### src/rtl/abtt_scale.sv
// ----------------------------------------------------------------------------
// abtt_scale: registered fixed-point gain multiply
// Computes round(err * gain / 2^F), ties toward +infinity, one register deep.
// ----------------------------------------------------------------------------
module abtt_scale #(
  parameter int W = 32,
  parameter int F = 16
) (
  input  logic         clk_i,
  input  logic         en_i,
  input  logic [W-1:0] err_i,
  input  logic [F:0]   gain_i,
  output logic [W:0]   prod_o
);

  localparam int PW = W + F + 2;

  logic signed [PW-1:0] err_ext;
  logic signed [PW-1:0] gain_ext;
  logic signed [PW-1:0] full;
  logic signed [PW-1:0] rounded;
  logic        [W:0]    prod_d;
  logic        [W:0]    prod_q;

  assign err_ext  = PW'($signed(err_i));
  assign gain_ext = $signed(PW'(gain_i));
  assign full     = err_ext * gain_ext;
  // add half an lsb before dropping the fraction
  assign rounded  = full + (PW'(1) << (F - 1));
  assign prod_d   = rounded[F +: W + 1];

  always_ff @(posedge clk_i) begin
    if (en_i) begin
      prod_q <= prod_d;
    end
  end

  assign prod_o = prod_q;

endmodule

### config.mk
export PLATFORM = sky130hd
export DESIGN_NAME = abtt_scale
export DESIGN_NICKNAME = d
export VERILOG_FILES = /design/src/rtl/abtt_scale.sv
export SDC_FILE = /design/constraint.sdc
export NUM_CORES = 1
export LEC_CHECK = 0
export ABC_AREA = 1
export BUFFER_PORTS_ARGS = -buffer_cell sky130_fd_sc_hd__buf_2
export CAP_MARGIN = 40
export CORE_MARGIN = 3
export CORE_UTILIZATION = 60
export CTS_CLUSTER_SIZE = 12
export DETAILED_ROUTE_END_ITERATION = 16
export GPL_TIMING_DRIVEN = 0
export PLACE_DENSITY = 0.79
export SLEW_MARGIN = 10
export SYNTH_ARGS = -nofsm -noshare
export SYNTH_HDL_FRONTEND = slang
export SYNTH_SLANG_ARGS = --single-unit
### constraint.sdc
create_clock -name clk_i -period 8.5 [get_ports clk_i]
set_clock_uncertainty 0.15 [all_clocks]
set_input_delay 0.425 -clock clk_i [delete_from_list [all_inputs] [get_ports clk_i]]
set_output_delay 0.425 -clock clk_i [all_outputs]
set_load 0.01 [all_outputs]
==> run metrics, run 1 <==
outcome=finished, final reports clean; startpoint types=input pin; setup TNS=0 ns; Crit. Startpoint=gain_i[1]; Final Worst Setup Slack=1.26 ns; Ys Warns=0; Util after Layout=0.648; Slew Limit Fails=0; GPL Wtd Cong=1.03; largest net degree at the start of global routing=34; # diodes=0; PortBufs=51; hold path endpoint=prod_o[22]$_DFFE_PP_; number of antenna violations at the first check in global routing=1; I/O pin cnt=84; syn_nets=3,510; Max clock buf depth=2; hold depth=1; drt first-iter violations=1,732; Hold Crit Class=in -> reg; detailed-route vias per instance=5.35; first-pass GRT wire length=107,000 µm; cells after synthesis=2,800; share of cells above drive strength 1=0.0324; Post-CTS Setup Bufs=0; most frequent cell after synthesis=inv_1; HP Start=en_i; Commonest cells post-synth=inv_1, nand2_1, fa_1, ha_1, clkbuf_1; Die W=195 µm; period utilization=0.852; Starting Density=0.616; hpwl dp=59,700 µm; cell area after synthesis=21,500 µm²; final instance count without filler cells=3,326; clock root cell=clkbuf_16; routed wire length=69,100 µm; dpl cells=3,316; vias in the first global route=18,900; asr flop ratio synth=0; min Tclk post-route=7.24 ns; final net count=3,580; leading area contributor after synthesis=fa_1; unrepaired setup endpoints after global routing=no; Post-synth EDFFs=33; crit-path max FO=10; drt wl/cell=20.8 µm; top cells by area, synth=fa_1, inv_1, nand2_1; synthesized area per cell=7.68 µm²; synth unique cells=31; WP data arrival=7.13 ns; max reg flops=33; Slew headroom=0.363; Num CTS Buffers=5; Antenna Nets Post-Route=0; Die Area=38,100 µm²; Max-Cap Viols=0; cts repair resizes=0; routed via count=17,800; total global routing overflow=0; Clock Sinks=33; Post-route DRC=0; Crit Path Class=in -> reg; clock slew at the register clock pins of the worst setup and hold paths=0.05 ns; GRT Total Usage=0.375; Fmax=0.138 GHz; DR pass1 iterations=6; Place WS=1.16 ns; Synth-to-Final Area Change=5.18%; #FFs+latches synth=33; Final setup viols=0; Slew @ Worst Pin=0.955 ns; area of the core=34,900 µm²; Die Span Y=195 µm; final hold vios=0; CTS tree=built; htree depth=2; Worst EP required=8.39 ns; post-synth top area share=0.480; hold-fix buffer count after cts=0; Fillers=3,155; site row count=68; Seq/Total Area, Yosys=0.0461; Worst Setup End Kind=flop; Most used DFF post-synth=edfxtp_1
==> critical path, stage by stage <==
cell and delay (ns):
buf_2 0.16, clkbuf_1 0.57, nand2_1 0.24, fa_1 0.63, inv_1 0.13, fa_1 0.53
ha_1 0.59, inv_1 0.30, fa_1 0.55, inv_1 0.05, fa_1 0.52, inv_1 0.05
fa_1 0.48, inv_1 0.04, ha_1 0.45, nand2_1 0.15, nor2_1 0.18, nand2_1 0.15
nor2_1 0.30, nand4_1 0.33, nand4_1 0.21, nand2_1 0.07
==> layer usage <==
| layer | share of wire | wire (µm) | vias up | GRT usage |
|---|---|---|---|---|
| met5 | 0.00016 | 11 | - | 0 |
| met4 | 0.053 | 3670 | 2 | 0.153 |
| met3 | 0.12 | 8440 | 158 | 0.114 |
| met2 | 0.44 | 30700 | 976 | 0.581 |
| met1 | 0.38 | 26300 | 8786 | 0.497 |
| li1 | - | - | 7874 | - |
==> cells by family (layout without fill, tap and decap cells) <==
kind of cell               Yosys count  after routing  synth area share
buffers and inverters             1073           1144             0.188
AOI/OAI and AO/OA                  120            120            0.0303
DFF                                 33             33            0.0461
and+or+nand+nor                    887            887             0.161
xor gates and xnor gates            28             28            0.0114
adders and majority gates          659            659             0.564
==> area by class of cell <==
cell class	count	area, µm²	share of cell area
Buffer	115	435	0.0193
Clock buffer	5	125	0.00553
Clock inverter	3	17.5	0.000775
Inverter	958	3600	0.159
Multi-Input combinational cell	1694	16500	0.729
Sequential cell	33	991	0.0438
Tap cell	455	569	0.0252
Timing Repair Buffer	63	402	0.0178
==> worst max path at each step <==
stage,end,slack (ns),cells past startpoint
2_1_floorplan,prod_o[31]$_DFFE_PP_,2.43,24
3_3_place_gp,prod_o[24]$_DFFE_PP_,1.13,22
3_5_place_dp,prod_o[24]$_DFFE_PP_,1.16,22
4_1_cts,prod_o[24]$_DFFE_PP_,1.45,22
5_1_grt,prod_o[24]$_DFFE_PP_,1.04,22
6_report,prod_o[24]$_DFFE_PP_,1.26,22
==> through the flow <==
step / hold WS [ns] / instance area, µm²
2_1_floorplan: 0.387 / 21500
3_3_place_gp: 0.686 / 22300
3_5_place_dp: 0.685 / 22400
4_1_cts: 0.612 / 22600
5_1_grt: 0.642 / 22600
6_report: 0.605 / 22600
==> cell usage in the layout (no fill, tap or decap), types with 10 or more instances in the layout <==
cell type  count
a21oi_1       67
buf_2         51
clkbuf_1     113
edfxtp_1      33
fa_1         515
ha_1         144
inv_1        951
nand2_1      741
nand3_1       32
nand4_1       12
nor2_1        76
o21a_1        10
o21ai_0       28
xnor2_1       13
xor2_1        15
Power of run 1 is left out: the tool's default activity adds up to more than one toggle a clock period on the data nets, which glitch-free logic cannot reach.
==> run 2: changes to the inputs <==
--- a/config.mk
+++ b/config.mk
@@ -13,7 +13,7 @@
 export CTS_CLUSTER_SIZE = 12
 export DETAILED_ROUTE_END_ITERATION = 16
 export GPL_TIMING_DRIVEN = 0
-export PLACE_DENSITY = 0.79
+export PLACE_DENSITY = 0.78
 export SLEW_MARGIN = 10
 export SYNTH_ARGS = -nofsm -noshare
 export SYNTH_HDL_FRONTEND = slang
==> run 2 against run 1 <==
First-iteration DRC count down 7.7%. Final area grew 0.34%. Utilization is 0.22 points higher. Largest cell class unchanged. Maximum frequency about the same. Global-route usage grew 1.2 points. Via count rose by 1.6%.
==> run metrics, run 2 (synthesized netlist as in run 1, its figures left out) <==
outcome=finished, final reports clean (unchanged); Antenna Nets Post-Route=0 (unchanged); cts repair resizes=0 (unchanged); total global routing overflow=0 (unchanged); Starting Density=0.616 (unchanged); most common cell after layout, fill and taps aside=inv_1 (unchanged); Hold Crit Class=in -> reg (unchanged); Final setup viols=0 (unchanged); routed wire length=71,000 µm (was 69,100 µm); routing usage on met3=0.0706 (was 0.114); routed via count=18,100 (was 17,800); Max clock buf depth=2 (unchanged); site row count=68 (unchanged); WP data arrival=7.13 ns (about the same); CTS tree=built (unchanged); largest net degree at the start of global routing=34 (unchanged); htree depth=2 (unchanged); Slew Limit Fails=0 (unchanged); FF/Latch Area=991 µm² (unchanged); unrepaired setup endpoints after global routing=no (unchanged); DR pass1 iterations=8 (was 6); Die Span Y=195 µm (unchanged); drt first-iter violations=1,598 (was 1,732); Slew @ Worst Pin=1.02 ns (was 0.955 ns); crit-path max FO=10 (unchanged); clock slew at the register clock pins of the worst setup and hold paths=0.05 ns (about the same); hold-fix buffer count after cts=0 (unchanged); Crit Path Class=in -> reg (unchanged); startpoint types=input pin (unchanged); Synth-to-Final Area Change=5.54% (was 5.18%); vias in the first global route=19,700 (was 18,900); final net count=3,586 (was 3,580); hpwl dp=60,500 µm (was 59,700 µm); PortBufs=51 (unchanged); first-pass GRT wire length=111,000 µm (was 107,000 µm); Util after Layout=0.650 (was 0.648); Max-Cap Viols=0 (unchanged); Post-route DRC=0 (unchanged); I/O pin cnt=84 (unchanged); max reg flops=33 (unchanged); drt wl/cell=21.3 µm (was 20.8 µm); hold path endpoint=prod_o[6]$_DFFE_PP_ (was prod_o[22]$_DFFE_PP_); hold depth=1 (unchanged); setup TNS=0 ns (unchanged); number of antenna violations at the first check in global routing=1 (unchanged); Worst Setup End Kind=flop (unchanged); period utilization=0.852 (about the same); area of the core=34,900 µm² (unchanged); min Tclk post-route=7.24 ns (about the same); GRT Total Usage=0.387 (was 0.375); Post-CTS Setup Bufs=0 (unchanged); final hold vios=0 (unchanged); grt peak-use layer=met2 (unchanged); share of cells above drive strength 1=0.0341 (was 0.0324); Worst EP required=8.38 ns (was 8.39 ns); most frequent cells in the layout=inv_1, nand2_1, fa_1, ha_1, clkbuf_1 (unchanged); GPL Wtd Cong=1.02 (was 1.03); Fmax=0.138 GHz (about the same); Fillers=3,146 (was 3,155); M2 GR Usage=0.619 (was 0.581); Num CTS Buffers=5 (unchanged); Die W=195 µm (unchanged); Slew headroom=0.323 (was 0.363); HP Start=en_i (unchanged); Die Area=38,100 µm² (unchanged); clock root cell=clkbuf_16 (unchanged); multi-input logic area=16,500 µm² (unchanged); Clock Sinks=33 (unchanged); detailed-route vias per instance=5.42 (was 5.35); met1 Use GR=0.505 (was 0.497)
==> run 2: cell types whose count changed in the layout (fill, tap and decap cells not counted) <==
cell	previous run	this run
buf_6	9	12
buf_8	3	6
clkbuf_1	113	114
clkinvlp_4	1	0
diode_2	0	1
==> run 2: layout make-up <==
type	count	share of cell area
Antenna cell	1	0.000110
Inverter	958	0.159
Clock buffer	6	0.00568
Clock inverter	2	0.000441
Sequential cell	33	0.0437
Timing Repair Buffer	69	0.0212
Buffer	115	0.0192
Multi-Input combinational cell	1694	0.726
Tap cell	455	0.0251
==> run 2: critical path, stage by stage <==
cell      delay [ns]
buf_2           0.19
clkbuf_1        0.73
nand2_1         0.17
fa_1            0.59
inv_1           0.13
fa_1            0.50
ha_1            0.52
inv_1           0.25
fa_1            0.53
inv_1           0.05
fa_1            0.54
inv_1           0.05
fa_1            0.47
inv_1           0.04
ha_1            0.46
nand2_1         0.14
nor2_1          0.18
nand2_1         0.15
nor2_1          0.32
nand4_1         0.39
nand4_1         0.21
nand2_1         0.07
==> run 2: metal layers <==
| metal | vias to the layer above | share of wire |
|---|---|---|
| met5 | - | 0.00044 |
| met1 | 8883 | 0.37 |
| met3 | 295 | 0.10 |
| li1 | 7878 | - |
| met2 | 1015 | 0.45 |
| met4 | 4 | 0.074 |
==> run 2: how the worst max path moves through the flow <==
| stage | start | slack, ns | cells after the start | to |
|---|---|---|---|---|
| CTS | gain_i[1] | 1.41 | 22 | prod_o[24]$_DFFE_PP_ |
| global route | gain_i[1] | 1.04 | 22 | prod_o[24]$_DFFE_PP_ |
| global placement | gain_i[1] | 1.12 | 22 | prod_o[24]$_DFFE_PP_ |
| floorplan | err_i[31] | 2.43 | 24 | prod_o[31]$_DFFE_PP_ |
| detailed placement | gain_i[1] | 1.12 | 22 | prod_o[24]$_DFFE_PP_ |
| finish | gain_i[2] | 1.26 | 22 | prod_o[24]$_DFFE_PP_ |
==> run 2: through the flow <==
stage          area [µm²]  hold slack (ns)  setup WS, ns  std cells
2_1_floorplan       21500            0.387          2.43       2800
3_3_place_gp        22300            0.687          1.12       3306
3_5_place_dp        22500            0.687          1.12       3323
4_1_cts             22700            0.629          1.41       3331
5_1_grt             22700            0.664          1.04       3332
6_report            22700            0.616          1.26       3333
Power of run 2 is left out for the same reason.
